File: src/sv/twsm_pkg.sv
package twsm_pkg;

  // default sizes
  localparam int TICK_WIDTH_DEF    = 32;
  localparam int RPM_FRAC_BITS_DEF = 8;

  // fixed field widths
  localparam int TEETH_W   = 8;
  localparam int TIMEOUT_W = 20;
  localparam int RPM_W     = 32;
  localparam int IN_DATA_W = 8;

  // 60e6 rpm-microseconds fits in 26 bits
  localparam longint unsigned RPM_BASE   = 64'd60000000;
  localparam int              NUM_BASE_W = 26;

  // register reset values
  localparam logic [TEETH_W-1:0]   TEETH_RST   = 8'd49;
  localparam logic [TIMEOUT_W-1:0] TIMEOUT_RST = 20'd10000;

  // configuration register indexes
  typedef enum logic [0:0] {
    REG_TEETH   = 1'b0,
    REG_TIMEOUT = 1'b1
  } reg_idx_t;

  // edge detector phase
  typedef enum logic [1:0] {
    PH_WAIT  = 2'd0,
    PH_LOW   = 2'd1,
    PH_ARMED = 2'd2
  } phase_t;

  // divider sequencer
  typedef enum logic [1:0] {
    DV_IDLE = 2'd0,
    DV_MUL  = 2'd1,
    DV_DIV  = 2'd2
  } div_state_t;

  // events from the tick tracker
  typedef struct packed {
    logic close;
    logic stop;
  } tick_ev_t;

endpackage

File: src/sv/twsm_tick.sv
module twsm_tick #(
  parameter int TICK_WIDTH = twsm_pkg::TICK_WIDTH_DEF
) (
  input  logic                           clk,
  input  logic                           rst_n,
  input  logic                           accept,
  input  logic                           pin_level,
  input  logic [twsm_pkg::TIMEOUT_W-1:0] timeout_us,
  output twsm_pkg::tick_ev_t             ev,
  output logic [TICK_WIDTH-1:0]          period
);
  import twsm_pkg::*;

  localparam int CMP_W = (TICK_WIDTH > TIMEOUT_W) ? TICK_WIDTH : TIMEOUT_W;

  phase_t                phase_r, phase_nxt;
  logic [TICK_WIDTH-1:0] tick_r, tick_nxt;
  logic [TICK_WIDTH-1:0] start_r, start_nxt;
  logic [TICK_WIDTH-1:0] last_r, last_nxt;
  logic                  stop_rep_r, stop_rep_nxt;
  logic [TICK_WIDTH-1:0] idle_ticks;
  logic                  close;
  logic                  expired;

  // phase update and period close for the current tick
  always_comb begin
    phase_nxt = phase_r;
    start_nxt = start_r;
    close     = 1'b0;
    case (phase_r)
      PH_LOW: begin
        if (pin_level) begin
          phase_nxt = PH_ARMED;
        end
      end
      PH_ARMED: begin
        if (!pin_level) begin
          close     = 1'b1;
          phase_nxt = PH_LOW;
          start_nxt = tick_r;
        end
      end
      default: begin
        if (!pin_level) begin
          phase_nxt = PH_LOW;
          start_nxt = tick_r;
        end else begin
          phase_nxt = PH_WAIT;
        end
      end
    endcase
  end

  // timeout since last close, modulo tick width
  assign idle_ticks = tick_r - last_r;
  assign expired    = CMP_W'(idle_ticks) > CMP_W'(timeout_us);

  assign period   = tick_r - start_r;
  assign ev.close = close;
  assign ev.stop  = !close && !stop_rep_r && expired;

  always_comb begin
    tick_nxt     = tick_r + TICK_WIDTH'(1);
    last_nxt     = close ? tick_r : last_r;
    stop_rep_nxt = close ? 1'b0 : (stop_rep_r | ev.stop);
  end

  // state advances once per accepted word
  always_ff @(posedge clk) begin
    if (!rst_n) begin
      phase_r    <= PH_WAIT;
      tick_r     <= '0;
      start_r    <= '0;
      last_r     <= '0;
      stop_rep_r <= 1'b0;
    end else if (accept) begin
      phase_r    <= phase_nxt;
      tick_r     <= tick_nxt;
      start_r    <= start_nxt;
      last_r     <= last_nxt;
      stop_rep_r <= stop_rep_nxt;
    end
  end

endmodule

File: src/sv/twsm_div.sv
module twsm_div #(
  parameter int TICK_WIDTH    = twsm_pkg::TICK_WIDTH_DEF,
  parameter int RPM_FRAC_BITS = twsm_pkg::RPM_FRAC_BITS_DEF
) (
  input  logic                         clk,
  input  logic                         rst_n,
  input  logic                         start,
  input  logic [twsm_pkg::TEETH_W-1:0] teeth,
  input  logic [TICK_WIDTH-1:0]        period,
  output logic                         busy,
  output logic                         done,
  output logic [twsm_pkg::RPM_W-1:0]   rpm
);
  import twsm_pkg::*;

  localparam int NUM_W = NUM_BASE_W + RPM_FRAC_BITS;
  localparam int DEN_W = TEETH_W + TICK_WIDTH;
  localparam int CNT_W = $clog2(NUM_W);
  localparam int WIDE_W = NUM_W + RPM_W;
  localparam logic [NUM_W-1:0] NUM = NUM_W'(RPM_BASE) << RPM_FRAC_BITS;
  localparam logic [CNT_W-1:0] CNT_LAST = CNT_W'(NUM_W - 1);

  div_state_t           state_r, state_nxt;
  logic [CNT_W-1:0]     cnt_r, cnt_nxt;
  logic [TEETH_W-1:0]   teeth_r, teeth_nxt;
  logic [TICK_WIDTH-1:0] period_r, period_nxt;
  logic [DEN_W-1:0]     den_r, den_nxt;
  logic [DEN_W-1:0]     rem_r, rem_nxt;
  logic [NUM_W-1:0]     quo_r, quo_nxt;
  logic [DEN_W:0]       rem_shift;
  logic [DEN_W:0]       rem_diff;
  logic                 q_bit;
  logic [WIDE_W-1:0]    quo_wide;
  logic                 sat;

  // one restoring step: shift in next numerator bit, trial subtract
  assign rem_shift = {rem_r, quo_r[NUM_W-1]};
  assign rem_diff  = rem_shift - {1'b0, den_r};
  assign q_bit     = !rem_diff[DEN_W];

  // saturate on a zero divisor or a quotient beyond the field
  assign quo_wide = {{RPM_W{1'b0}}, quo_nxt};
  assign sat      = (den_r == '0) || (|quo_wide[WIDE_W-1:RPM_W]);
  assign rpm      = sat ? {RPM_W{1'b1}} : quo_wide[RPM_W-1:0];
  assign busy     = (state_r != DV_IDLE);

  // sequencer: latch operands, multiply once, then one quotient bit a cycle
  always_comb begin
    state_nxt  = state_r;
    cnt_nxt    = cnt_r;
    teeth_nxt  = teeth_r;
    period_nxt = period_r;
    den_nxt    = den_r;
    rem_nxt    = rem_r;
    quo_nxt    = quo_r;
    done       = 1'b0;
    case (state_r)
      DV_IDLE: begin
        if (start) begin
          teeth_nxt  = teeth;
          period_nxt = period;
          state_nxt  = DV_MUL;
        end
      end
      DV_MUL: begin
        den_nxt   = DEN_W'(teeth_r) * DEN_W'(period_r);
        rem_nxt   = '0;
        quo_nxt   = NUM;
        cnt_nxt   = CNT_LAST;
        state_nxt = DV_DIV;
      end
      DV_DIV: begin
        rem_nxt = q_bit ? rem_diff[DEN_W-1:0] : rem_shift[DEN_W-1:0];
        quo_nxt = {quo_r[NUM_W-2:0], q_bit};
        cnt_nxt = cnt_r - CNT_W'(1);
        if (cnt_r == '0) begin
          done      = 1'b1;
          state_nxt = DV_IDLE;
        end
      end
      default: begin
        state_nxt = DV_IDLE;
      end
    endcase
  end

  always_ff @(posedge clk) begin
    if (!rst_n) begin
      state_r <= DV_IDLE;
    end else begin
      state_r <= state_nxt;
    end
  end

  // datapath registers
  always_ff @(posedge clk) begin
    cnt_r    <= cnt_nxt;
    teeth_r  <= teeth_nxt;
    period_r <= period_nxt;
    den_r    <= den_nxt;
    rem_r    <= rem_nxt;
    quo_r    <= quo_nxt;
  end

endmodule

File: src/sv/tooth_wheel_speed_meter_unit.sv
// Tooth wheel speed meter.
// Input stream: one word per microsecond tick, in_tdata[0] is the sensed pin
// level. A low after a high closes one tooth period; the period in ticks is
// measured between closes and the speed is reported as
// rpm = 60e6 / (teeth * period), unsigned with RPM_FRAC_BITS fraction bits,
// saturated to all ones. If no period closes for more than timeout_us ticks,
// one stopped word (out_tuser[0] = 1, rpm 0) is sent until the next close.
// Config channel: cfg_index 0 writes teeth_per_rev, 1 writes timeout_us;
// cfg_ready is always high and writes apply on the next cycle.
// A tick without a result does not hold off the next tick. A close latches
// its operands and takes one multiply step, then the restoring divider
// gives one quotient bit per cycle; in_tready stays low meanwhile.
// Stopped words appear in the cycle after the tick is accepted.
// A finished word sits in the output register; a new tick is taken while
// out_tready drains it, and in_tready drops while a word is stalled.
// Reset clears phase, tick counter and reports; registers return to 49 teeth
// and a 10000 tick timeout.
module tooth_wheel_speed_meter_unit #(
  parameter int TICK_WIDTH    = twsm_pkg::TICK_WIDTH_DEF,
  parameter int RPM_FRAC_BITS = twsm_pkg::RPM_FRAC_BITS_DEF
) (
  input  logic                           clk,
  input  logic                           rst_n,
  // in_tdata: [0] pin_level, [7:1] zero
  input  logic                           in_tvalid,
  output logic                           in_tready,
  input  logic [twsm_pkg::IN_DATA_W-1:0] in_tdata,
  // out_tdata: [31:0] rpm_q8
  output logic                           out_tvalid,
  input  logic                           out_tready,
  output logic [twsm_pkg::RPM_W-1:0]     out_tdata,
  // out_tuser: [0] stopped
  output logic [0:0]                     out_tuser,
  input  logic                           cfg_valid,
  output logic                           cfg_ready,
  input  twsm_pkg::reg_idx_t             cfg_index,
  input  logic [twsm_pkg::TIMEOUT_W-1:0] cfg_data
);
  import twsm_pkg::*;

  logic [TEETH_W-1:0]    teeth_r;
  logic [TIMEOUT_W-1:0]  timeout_r;
  logic                  out_valid_r, out_valid_nxt;
  logic [RPM_W-1:0]      out_rpm_r, out_rpm_nxt;
  logic                  out_stop_r, out_stop_nxt;
  logic                  accept;
  tick_ev_t              ev;
  logic [TICK_WIDTH-1:0] period;
  logic                  div_busy;
  logic                  div_done;
  logic [RPM_W-1:0]      div_rpm;

  assign cfg_ready = 1'b1;

  // configuration registers
  always_ff @(posedge clk) begin
    if (!rst_n) begin
      teeth_r   <= TEETH_RST;
      timeout_r <= TIMEOUT_RST;
    end else if (cfg_valid) begin
      case (cfg_index)
        REG_TEETH:   teeth_r   <= cfg_data[TEETH_W-1:0];
        REG_TIMEOUT: timeout_r <= cfg_data;
        default:     ;
      endcase
    end
  end

  // take a tick when the divider is free and the output can drain
  assign in_tready = !div_busy && (!out_valid_r || out_tready);
  assign accept    = in_tvalid && in_tready;

  twsm_tick #(
    .TICK_WIDTH (TICK_WIDTH)
  ) u_tick (
    .clk        (clk),
    .rst_n      (rst_n),
    .accept     (accept),
    .pin_level  (in_tdata[0]),
    .timeout_us (timeout_r),
    .ev         (ev),
    .period     (period)
  );

  twsm_div #(
    .TICK_WIDTH    (TICK_WIDTH),
    .RPM_FRAC_BITS (RPM_FRAC_BITS)
  ) u_div (
    .clk    (clk),
    .rst_n  (rst_n),
    .start  (accept && ev.close),
    .teeth  (teeth_r),
    .period (period),
    .busy   (div_busy),
    .done   (div_done),
    .rpm    (div_rpm)
  );

  // output register
  always_comb begin
    out_valid_nxt = out_valid_r && !out_tready;
    out_rpm_nxt   = out_rpm_r;
    out_stop_nxt  = out_stop_r;
    if (div_done) begin
      out_valid_nxt = 1'b1;
      out_rpm_nxt   = div_rpm;
      out_stop_nxt  = 1'b0;
    end else if (accept && ev.stop) begin
      out_valid_nxt = 1'b1;
      out_rpm_nxt   = '0;
      out_stop_nxt  = 1'b1;
    end
  end

  always_ff @(posedge clk) begin
    if (!rst_n) begin
      out_valid_r <= 1'b0;
    end else begin
      out_valid_r <= out_valid_nxt;
    end
  end

  always_ff @(posedge clk) begin
    out_rpm_r  <= out_rpm_nxt;
    out_stop_r <= out_stop_nxt;
  end

  assign out_tvalid   = out_valid_r;
  assign out_tdata    = out_rpm_r;
  assign out_tuser[0] = out_stop_r;

endmodule

File: config.mk
export PLATFORM = sky130hd
export DESIGN_NAME = tooth_wheel_speed_meter_unit
export DESIGN_NICKNAME = d
export VERILOG_FILES = /design/src/sv/twsm_pkg.sv /design/src/sv/twsm_tick.sv /design/src/sv/twsm_div.sv /design/src/sv/tooth_wheel_speed_meter_unit.sv
export SDC_FILE = /design/constraint.sdc
export NUM_CORES = 1
export LEC_CHECK = 0
export BUFFER_PORTS_ARGS = -buffer_cell sky130_fd_sc_hd__buf_2
export CAP_MARGIN = 20
export CORE_UTILIZATION = 62
export CTS_CLUSTER_DIAMETER = 50
export DETAILED_ROUTE_END_ITERATION = 8
export GPL_TIMING_DRIVEN = 0
export PLACE_DENSITY = 0.79
export SKIP_CTS_REPAIR_TIMING = 1
export SLEW_MARGIN = 5
export SYNTH_ARGS = -nofsm -noshare
export SYNTH_HDL_FRONTEND = slang
export SYNTH_SLANG_ARGS = --single-unit
File: constraint.sdc
create_clock -name clk -period 8.6 [get_ports clk]
set_clock_uncertainty 0.15 [all_clocks]
set_input_delay 0.43 -clock clk [delete_from_list [all_inputs] [get_ports clk]]
set_output_delay 0.43 -clock clk [all_outputs]
set_load 0.1 [all_outputs]
==> results of run 1 <==
per-stage QoR:
stage	util, %	total power, uW	cells	setup WS, ns
5_1_grt	69.0	4640	3647	1.73
2_1_floorplan	-	2500	2958	3.06
3_3_place_gp	65.1	2640	3557	2.19
4_1_cts	68.7	4480	3634	2.05
3_5_place_dp	65.3	2680	3560	2.08
6_report	69.0	4460	3647	2.00
kinds of logic after synthesis:
kind of cell,Yosys count
simple gates,970
compound gates,631
buf+inv,507
fa+ha+maj,373
flops,323
xor+xnor,147
mux,6
other cells,1
state kept, by name, summed over array words and instances, names as in the netlist:
register,count
u_tick.last_r,32
u_div.quo_r,34
out_tvalid,1
out_tuser,1
out_tdata,32
timeout_r,20
u_div.period_r,32
u_div.den_r,40
u_div.state_r,2
u_div.teeth_r,8
u_tick.stop_rep_r,1
u_tick.phase_r,2
u_div.cnt_r,6
u_div.rem_r,40
u_tick.start_r,32
teeth_r,8
u_tick.tick_r,32
how the worst max path moves through the flow:
stage | depth (start not counted) | slack, ns | end
2_1_floorplan | 21 | 3.06 | u_div.den_r[39]$_DFFE_PP_
3_3_place_gp | 21 | 2.19 | u_div.den_r[39]$_DFFE_PP_
3_5_place_dp | 21 | 2.08 | u_div.den_r[39]$_DFFE_PP_
4_1_cts | 21 | 2.05 | u_div.den_r[39]$_DFFE_PP_
5_1_grt | 21 | 1.73 | u_div.den_r[39]$_DFFE_PP_
6_report | 21 | 2.00 | u_div.den_r[39]$_DFFE_PP_
layout make-up:
class | instances | share of cell area, %
multi-input cells | 2128 | 56.5
flip-flops and latches | 323 | 27.9
inverters | 393 | 5.11
clock buffers | 50 | 3.90
well taps | 539 | 2.33
repair buffers | 76 | 1.70
plain buffers | 114 | 1.52
clock inverters | 24 | 1.04
power groups by stage:
stage / clock network [uW] / logic (uW) / registers [uW]
after floorplan: 0 / 456 / 2040
after global placement: 0 / 827 / 1810
after detailed placement: 0 / 857 / 1820
after CTS: 1820 / 864 / 1790
after global routing: 1890 / 951 / 1800
final: 1800 / 875 / 1790
Yosys cell counts, types with 21 or more instances:
| cell type | number |
|---|---|
| sky130_fd_sc_hd__ha_1 | 190 |
| sky130_fd_sc_hd__and2_1 | 218 |
| sky130_fd_sc_hd__o41a_1 | 32 |
| sky130_fd_sc_hd__nand3_1 | 37 |
| sky130_fd_sc_hd__clkbuf_1 | 104 |
| sky130_fd_sc_hd__inv_1 | 392 |
| sky130_fd_sc_hd__o21a_1 | 24 |
| sky130_fd_sc_hd__a21oi_1 | 192 |
| sky130_fd_sc_hd__dfxtp_1 | 165 |
| sky130_fd_sc_hd__xor2_1 | 33 |
| sky130_fd_sc_hd__a21boi_0 | 92 |
| sky130_fd_sc_hd__nor2_1 | 102 |
| sky130_fd_sc_hd__fa_1 | 183 |
| sky130_fd_sc_hd__a21o_1 | 51 |
| sky130_fd_sc_hd__nand2b_1 | 25 |
| sky130_fd_sc_hd__and3_1 | 23 |
| sky130_fd_sc_hd__o21ai_0 | 98 |
| sky130_fd_sc_hd__xnor2_1 | 113 |
| sky130_fd_sc_hd__nand2_1 | 432 |
| sky130_fd_sc_hd__a211oi_1 | 21 |
| sky130_fd_sc_hd__nor3_1 | 31 |
| sky130_fd_sc_hd__edfxtp_1 | 158 |
| sky130_fd_sc_hd__nand4_1 | 26 |
metal layers:
layer | up-vias | track usage, % | share of wire, %
met5 | - | 0 | 0
met4 | 0 | 14.2 | 5.0
met3 | 146 | 3.22 | 4.9
met2 | 620 | 49.3 | 49
met1 | 9774 | 33.6 | 42
li1 | 10100 | - | -
worst max-delay path: cells and delay by family (launching register included):
kind / cells / cell delay, ns
DFF: 1 / 0.50
xor gates and xnor gates: 1 / 0.10
and+or+nand+nor: 1 / 0.24
adders and majority gates: 5 / 2.23
buffers and inverters: 4 / 0.74
AOI/OAI and AO/OA: 10 / 2.35
layout by cell type, fill, tap and decap left out, types with 92 or more instances in the layout:
cell type / synthesis / routed
sky130_fd_sc_hd__xnor2_1: 113 / 113
sky130_fd_sc_hd__dfxtp_1: 165 / 165
sky130_fd_sc_hd__nor2_1: 102 / 102
sky130_fd_sc_hd__fa_1: 183 / 183
sky130_fd_sc_hd__a21boi_0: 92 / 92
sky130_fd_sc_hd__clkbuf_1: 104 / 108
sky130_fd_sc_hd__ha_1: 190 / 188
sky130_fd_sc_hd__nand2_1: 432 / 432
sky130_fd_sc_hd__and2_1: 218 / 218
sky130_fd_sc_hd__a21oi_1: 192 / 192
sky130_fd_sc_hd__edfxtp_1: 158 / 158
sky130_fd_sc_hd__o21ai_0: 98 / 98
sky130_fd_sc_hd__inv_1: 392 / 392
==> metrics.yaml, run 1 <==
outcome: "finished, violations left"
failed_checks: "hold timing"
holdPathEnd: "timeout_r[1]$_SDFFE_PN0P_"
worst_setup_path_startpoint: "u_div.teeth_r[4]$_DFFE_PP_"
hold-path-cell-count: 3
grt_use_total_pct: 27.9
multiplexer_fraction_of_the_synthesized_cell_area_pct: 0.228
timing.critical_path.fanout_max: 10
yosysWarnings: 0
synthSimpleGateAreaFrac_pct: 17.9
post-synth-top-area-fraction_pct: 18.0
cts_num_sinks: 323
syn_avg_cell_area_sq_um: 8.89
placed_cell_area_sq_um: 27300
vdd.ir_drop.worst_mv: 0.163
nNetsFinal: 3484
port_buffers: 60
grt-ovfl-total: 0
via_per_inst: 5.67
layout_min_cycle_time_ns: 6.60
postSynthRegisterBits: 323
timing.rr.start: "u_div.teeth_r[4]$_DFFE_PP_"
cts_max_path_buffers: 3
vias: 20700
worst_setup_hold_path_clk_slew_ns: 0.06
unrepaired_setup_endpoints_after_global_routing: "no"
fillerInstances: 3173
fmaxAchievable_mhz: 151
final-seq-area_sq_um: 8050
diodes: 0
synth_top_family_by_area: "adder cells"
finalMaxSlewViolations: 0
clk_latency_ns: 0.56
wl_per_cell_um: 16.4
seq_power_share_pct: 40.1
post_synth_xor_area_fraction_pct: 4.97
num_rows: 75
post-route-period-util_pct: 76.8
regToRegSetupSlack_ns: 2.00
synthDistinctLibCells: 81
final_routed_drc_violation_total: 0
postLayoutCellArea_sq_um: 28900
leakage_uw: 0.0124
grt_max_degree: 42
worst_hold_startpoint: "cfg_data[1]"
max_stage_delay_ns: 0.54
hold_path_class: "input port to register"
synth.area.top_cells: "sky130_fd_sc_hd__edfxtp_1 18%, sky130_fd_sc_hd__fa_1 14%, sky130_fd_sc_hd__dfxtp_1 13%"
netlist_instances: 2958
initial_core_util_pct: 62.8
finalSetupTns_ns: 0
dieWidth_um: 208
drt_pre_antenna_iters: 6
power.share.combinational_pct: 19.6
layout-area-overhead-vs-synth_pct: 9.88
end_kind: "register"
antenna_found_initial: 0
area_share_of_fa_ha_maj_cells_after_synthesis_pct: 23.0
cp_arrival_ns: 6.74
crit_path_cell_chain: "clkbuf_1, and2_1, fa_1, fa_1, fa_1, inv_1, fa_1, inv_1, ha_1, clkbuf_1, a21o_1, a21oi_1, o21bai_1, a2111oi_2, o211ai_1, a211oi_1, o31ai_1, a31oi_1, o41ai_1, a21oi_1, xnor2_1"
grt_first_pass_wirelength_um: 99000
critical-path-slowest-cell: "sky130_fd_sc_hd__fa_1"
cellInternalPower_uw: 3110
multi_input_combinational_cell_area_sq_um: 16300
net_count_of_the_mapped_netlist: 3365
required_ns: 8.73
final_layout_worst_hold_slack_ns: -0.00838
slew-limit-headroom_pct: 29.0
drv.max_cap_violation_count: 0
io_pins: 70
power.switching_uw: 1350
dr.first_iter.drc_count: 1297
design.die.area_sq_um: 43200
final-setup-viol-count: 0
synth.cell_area_sq_um: 26300
most_frequent_cell_on_the_critical_path: "sky130_fd_sc_hd__fa_1"
rr_endpoint: "u_div.den_r[39]$_DFFE_PP_"
die_h_um: 208
final_hold_viol_count: 2
first_global_vias: 20800
fp.coreArea_sq_um: 41900
cts_buffers: 41
reg2regPathDepth: 21
number_of_enable_type_register_cells_in_the_synthesized_netlist: 158
root_buffer: "sky130_fd_sc_hd__clkbuf_16"
synth_async_reset_ratio_pct: 0
timing.setup.critical_path_class: "register to register"
worstSetupStartpointType: "register"
final_layout_size_suffix_gt1_share_pct: 5.41
clock_power_share_pct: 40.3
power-per-cell-area_nw_per_um2: 154
postSynth.topFlopCell: "sky130_fd_sc_hd__dfxtp_1"
clock_tree_from_tritoncts: "yes"
synth_compound_area_share_pct: 16.0
switching_share_pct: 30.4
post_drt_antenna_nets: 0
synth_top_cell_by_area: "sky130_fd_sc_hd__edfxtp_1"
detailed_place_hpwl_um: 47000
final_gp_congestion: 0.916
yosysSeqAreaShare_pct: 30.6
routed_wirelength_um: 59700
worst-slew-pin-transition_ns: 1.06
cts_htree_levels: 2
(Power assumes the default switching activity.)
==> run 2: changes to the inputs <==
- CORE_UTILIZATION: 62 -> 58
- PLACE_DENSITY: 0.79 -> 0.78
- clock period: 8.6 -> 5.4 ns (I/O delays scaled with it)
==> metrics.yaml, run 2 (synthesis results as in run 1) <==
wl_per_cell_um: 16.5
root_buffer: "sky130_fd_sc_hd__clkbuf_16"
design.die.area_sq_um: 46200
required_ns: 5.55
unrepaired_setup_endpoints_after_global_routing: "yes"
clk_latency_ns: 0.57
hold-path-cell-count: 4
clock_tree_from_tritoncts: "yes"
timing.critical_path.max_delay_family: "adder cells"
timing.setup.critical_path_class: "register to register"
final_hold_viol_count: 1
nNetsFinal: 3534
via_per_inst: 5.58
most-common-layout-cells: "432 x sky130_fd_sc_hd__nand2_1, 384 x sky130_fd_sc_hd__inv_1, 214 x sky130_fd_sc_hd__and2_1, 181 x sky130_fd_sc_hd__a21oi_1, 179 x sky130_fd_sc_hd__fa_1"
seq_power_share_pct: 39.9
grt_max_degree: 41
worstSetupStartpointType: "register"
grt-ovfl-total: 0
fmaxAchievable_mhz: 173
fillerInstances: 3514
post-route-period-util_pct: 107
cp_arrival_ns: 5.93
cts_buffers: 43
final-setup-viol-count: 10
dr.first_iter.drc_count: 1441
reg2regPathDepth: 21
rr_endpoint: "u_div.den_r[39]$_DFFE_PP_"
slew-limit-headroom_pct: 33.6
cts_num_sinks: 323
hold_path_class: "input port to register"
grt_use_total_pct: 26.0
routed_wirelength_um: 62100
port_buffers: 60
worst_setup_hold_path_clk_slew_ns: 0.06
end_kind: "register"
leakage_uw: 0.0127
finalNonFillerCells: 3752
numPlacedInstances: 3613
crit_path_cell_chain: "buf_6, buf_6, and2_4, fa_1, fa_1, fa_1, inv_2, fa_1, inv_2, ha_4, a21o_1, a21oi_2, o21bai_1, a2111oi_4, o211ai_1, a211oi_2, o31ai_2, a31oi_1, o41ai_2, a21oi_2, xnor2_1"
outcome: "finished, violations left"
critical_path_buf_inv_count: 4
first_global_vias: 20500
power.switching_uw: 2250
finalMaxSlewViolations: 0
io_pins: 70
power-per-cell-area_nw_per_um2: 239
diodes: 0
die_h_um: 215
holdPathEnd: "out_tvalid$_SDFF_PN0_"
drv.max_cap_violation_count: 0
grt_first_pass_wirelength_um: 98400
timing.critical_path.fanout_max: 5
worst_hold_startpoint: "out_tready"
drt_pre_antenna_iters: 6
timing.rr.start: "u_div.teeth_r[2]$_DFFE_PP_"
initial_core_util_pct: 59.1
layout_min_cycle_time_ns: 5.78
worst-slew-pin-transition_ns: 0.988
globalRouteMet3Util_pct: 3.03
dp_worst_setup_slack_ns: -0.892
power.share.combinational_pct: 21.5
post_drt_antenna_nets: 0
regToRegSetupSlack_ns: -0.38
clock_power_share_pct: 38.6
final_layout_worst_hold_slack_ns: -0.0141
layout_commonest_cell: "sky130_fd_sc_hd__nand2_1"
final_gp_congestion: 0.911
switching_share_pct: 31.6
cellInternalPower_uw: 4880
grt.met1_usage_pct: 31.4
cts_max_path_buffers: 3
failed_checks: "hold timing, setup timing"
vias: 20900
busiest_layer: "met2"
layout-area-overhead-vs-synth_pct: 13.5
critical-path-slowest-cell: "sky130_fd_sc_hd__fa_1"
detailed_place_hpwl_um: 47100
vdd.ir_drop.worst_mv: 0.265
layout_setup_ws_ns: -0.379
num_rows: 77
final_routed_drc_violation_total: 0
design_power_total_uw: 7130
most_frequent_cell_on_the_critical_path: "sky130_fd_sc_hd__fa_1"
grt_use_met2_pct: 46.2
cts_htree_levels: 2
final_layout_size_suffix_gt1_share_pct: 9.46
dieWidth_um: 215
reg.largest.list: "u_div.den_r (40), u_div.rem_r (40), u_div.quo_r (34)"
fp.coreArea_sq_um: 44500
antenna_found_initial: 0
max_stage_delay_ns: 0.57
## run 2: cell types whose count changed in the layout (fill, tap and decap cells not counted), sizes merged
cell	change
buf	+55
bufinv	-6
clkbuf	-13
clkinvlp	+1
dlygate4sd3	+9
inv	+3
or2	+3
## run 2: power groups by stage
stage                     clock network, uW  logic, uW  registers (uW)
after floorplan                           0        731            3250
after global placement                    0       1330            2890
after detailed placement                  0       1380            2900
after CTS                              2800       1390            2850
after global routing                   2880       1650            2860
final                                  2750       1530            2850
## run 2: through the flow
step           area (sq um)  setup TNS (ns)  util (%)  hold slack [ns]
4_1_cts               28800          -34.80      64.8           -0.255
6_report              29800           -1.84      67.0          -0.0141
3_5_place_dp          27400          -31.93      61.6            0.291
5_1_grt               29800           -3.70      67.0           0.0416
2_1_floorplan         26300        -0.00930         -            0.211
3_3_place_gp          27400          -24.74      61.5            0.270
## run 2: worst max path at each step
stage	depth (start not counted)	to	from	slack (ns)
after floorplan	21	u_div.den_r[39]$_DFFE_PP_	u_div.teeth_r[4]$_DFFE_PP_	-0.009
after global placement	18	u_div.den_r[39]$_DFFE_PP_	u_div.teeth_r[6]$_DFFE_PP_	-0.75
after detailed placement	19	u_div.den_r[39]$_DFFE_PP_	u_div.teeth_r[3]$_DFFE_PP_	-0.89
after CTS	19	u_div.den_r[39]$_DFFE_PP_	u_div.teeth_r[3]$_DFFE_PP_	-0.97
after global routing	20	u_div.den_r[39]$_DFFE_PP_	u_div.teeth_r[4]$_DFFE_PP_	-0.53
final	21	u_div.den_r[39]$_DFFE_PP_	u_div.teeth_r[2]$_DFFE_PP_	-0.38
## run 2: routing by layer
| layer | routed length, um | share of wire [%] | vias up |
|---|---|---|---|
| met4 | 2610 | 4.2 | 0 |
| met5 | 0 | 0 | - |
| met3 | 2930 | 4.7 | 143 |
| met1 | 26000 | 42 | 9961 |
| li1 | - | - | 10200 |
| met2 | 30500 | 49 | 606 |
## run 2: worst min-delay path: stages
cell and delay [ns]:
sky130_fd_sc_hd__buf_2 0.09, sky130_fd_sc_hd__nand2b_1 0.15, sky130_fd_sc_hd__nand2_1 0.06, sky130_fd_sc_hd__o21a_1 0.10
## run 2: area by class of cell
type	count	area (sq um)	share of cell area, %
Timing Repair Buffer	124	885	2.96
Clock buffer	56	1230	4.12
Inverter	393	1480	4.94
Sequential cell	323	8050	27.0
Multi-Input combinational cell	2131	16800	56.2
Buffer	111	533	1.79
Clock inverter	22	168	0.562
Tap cell	592	741	2.48
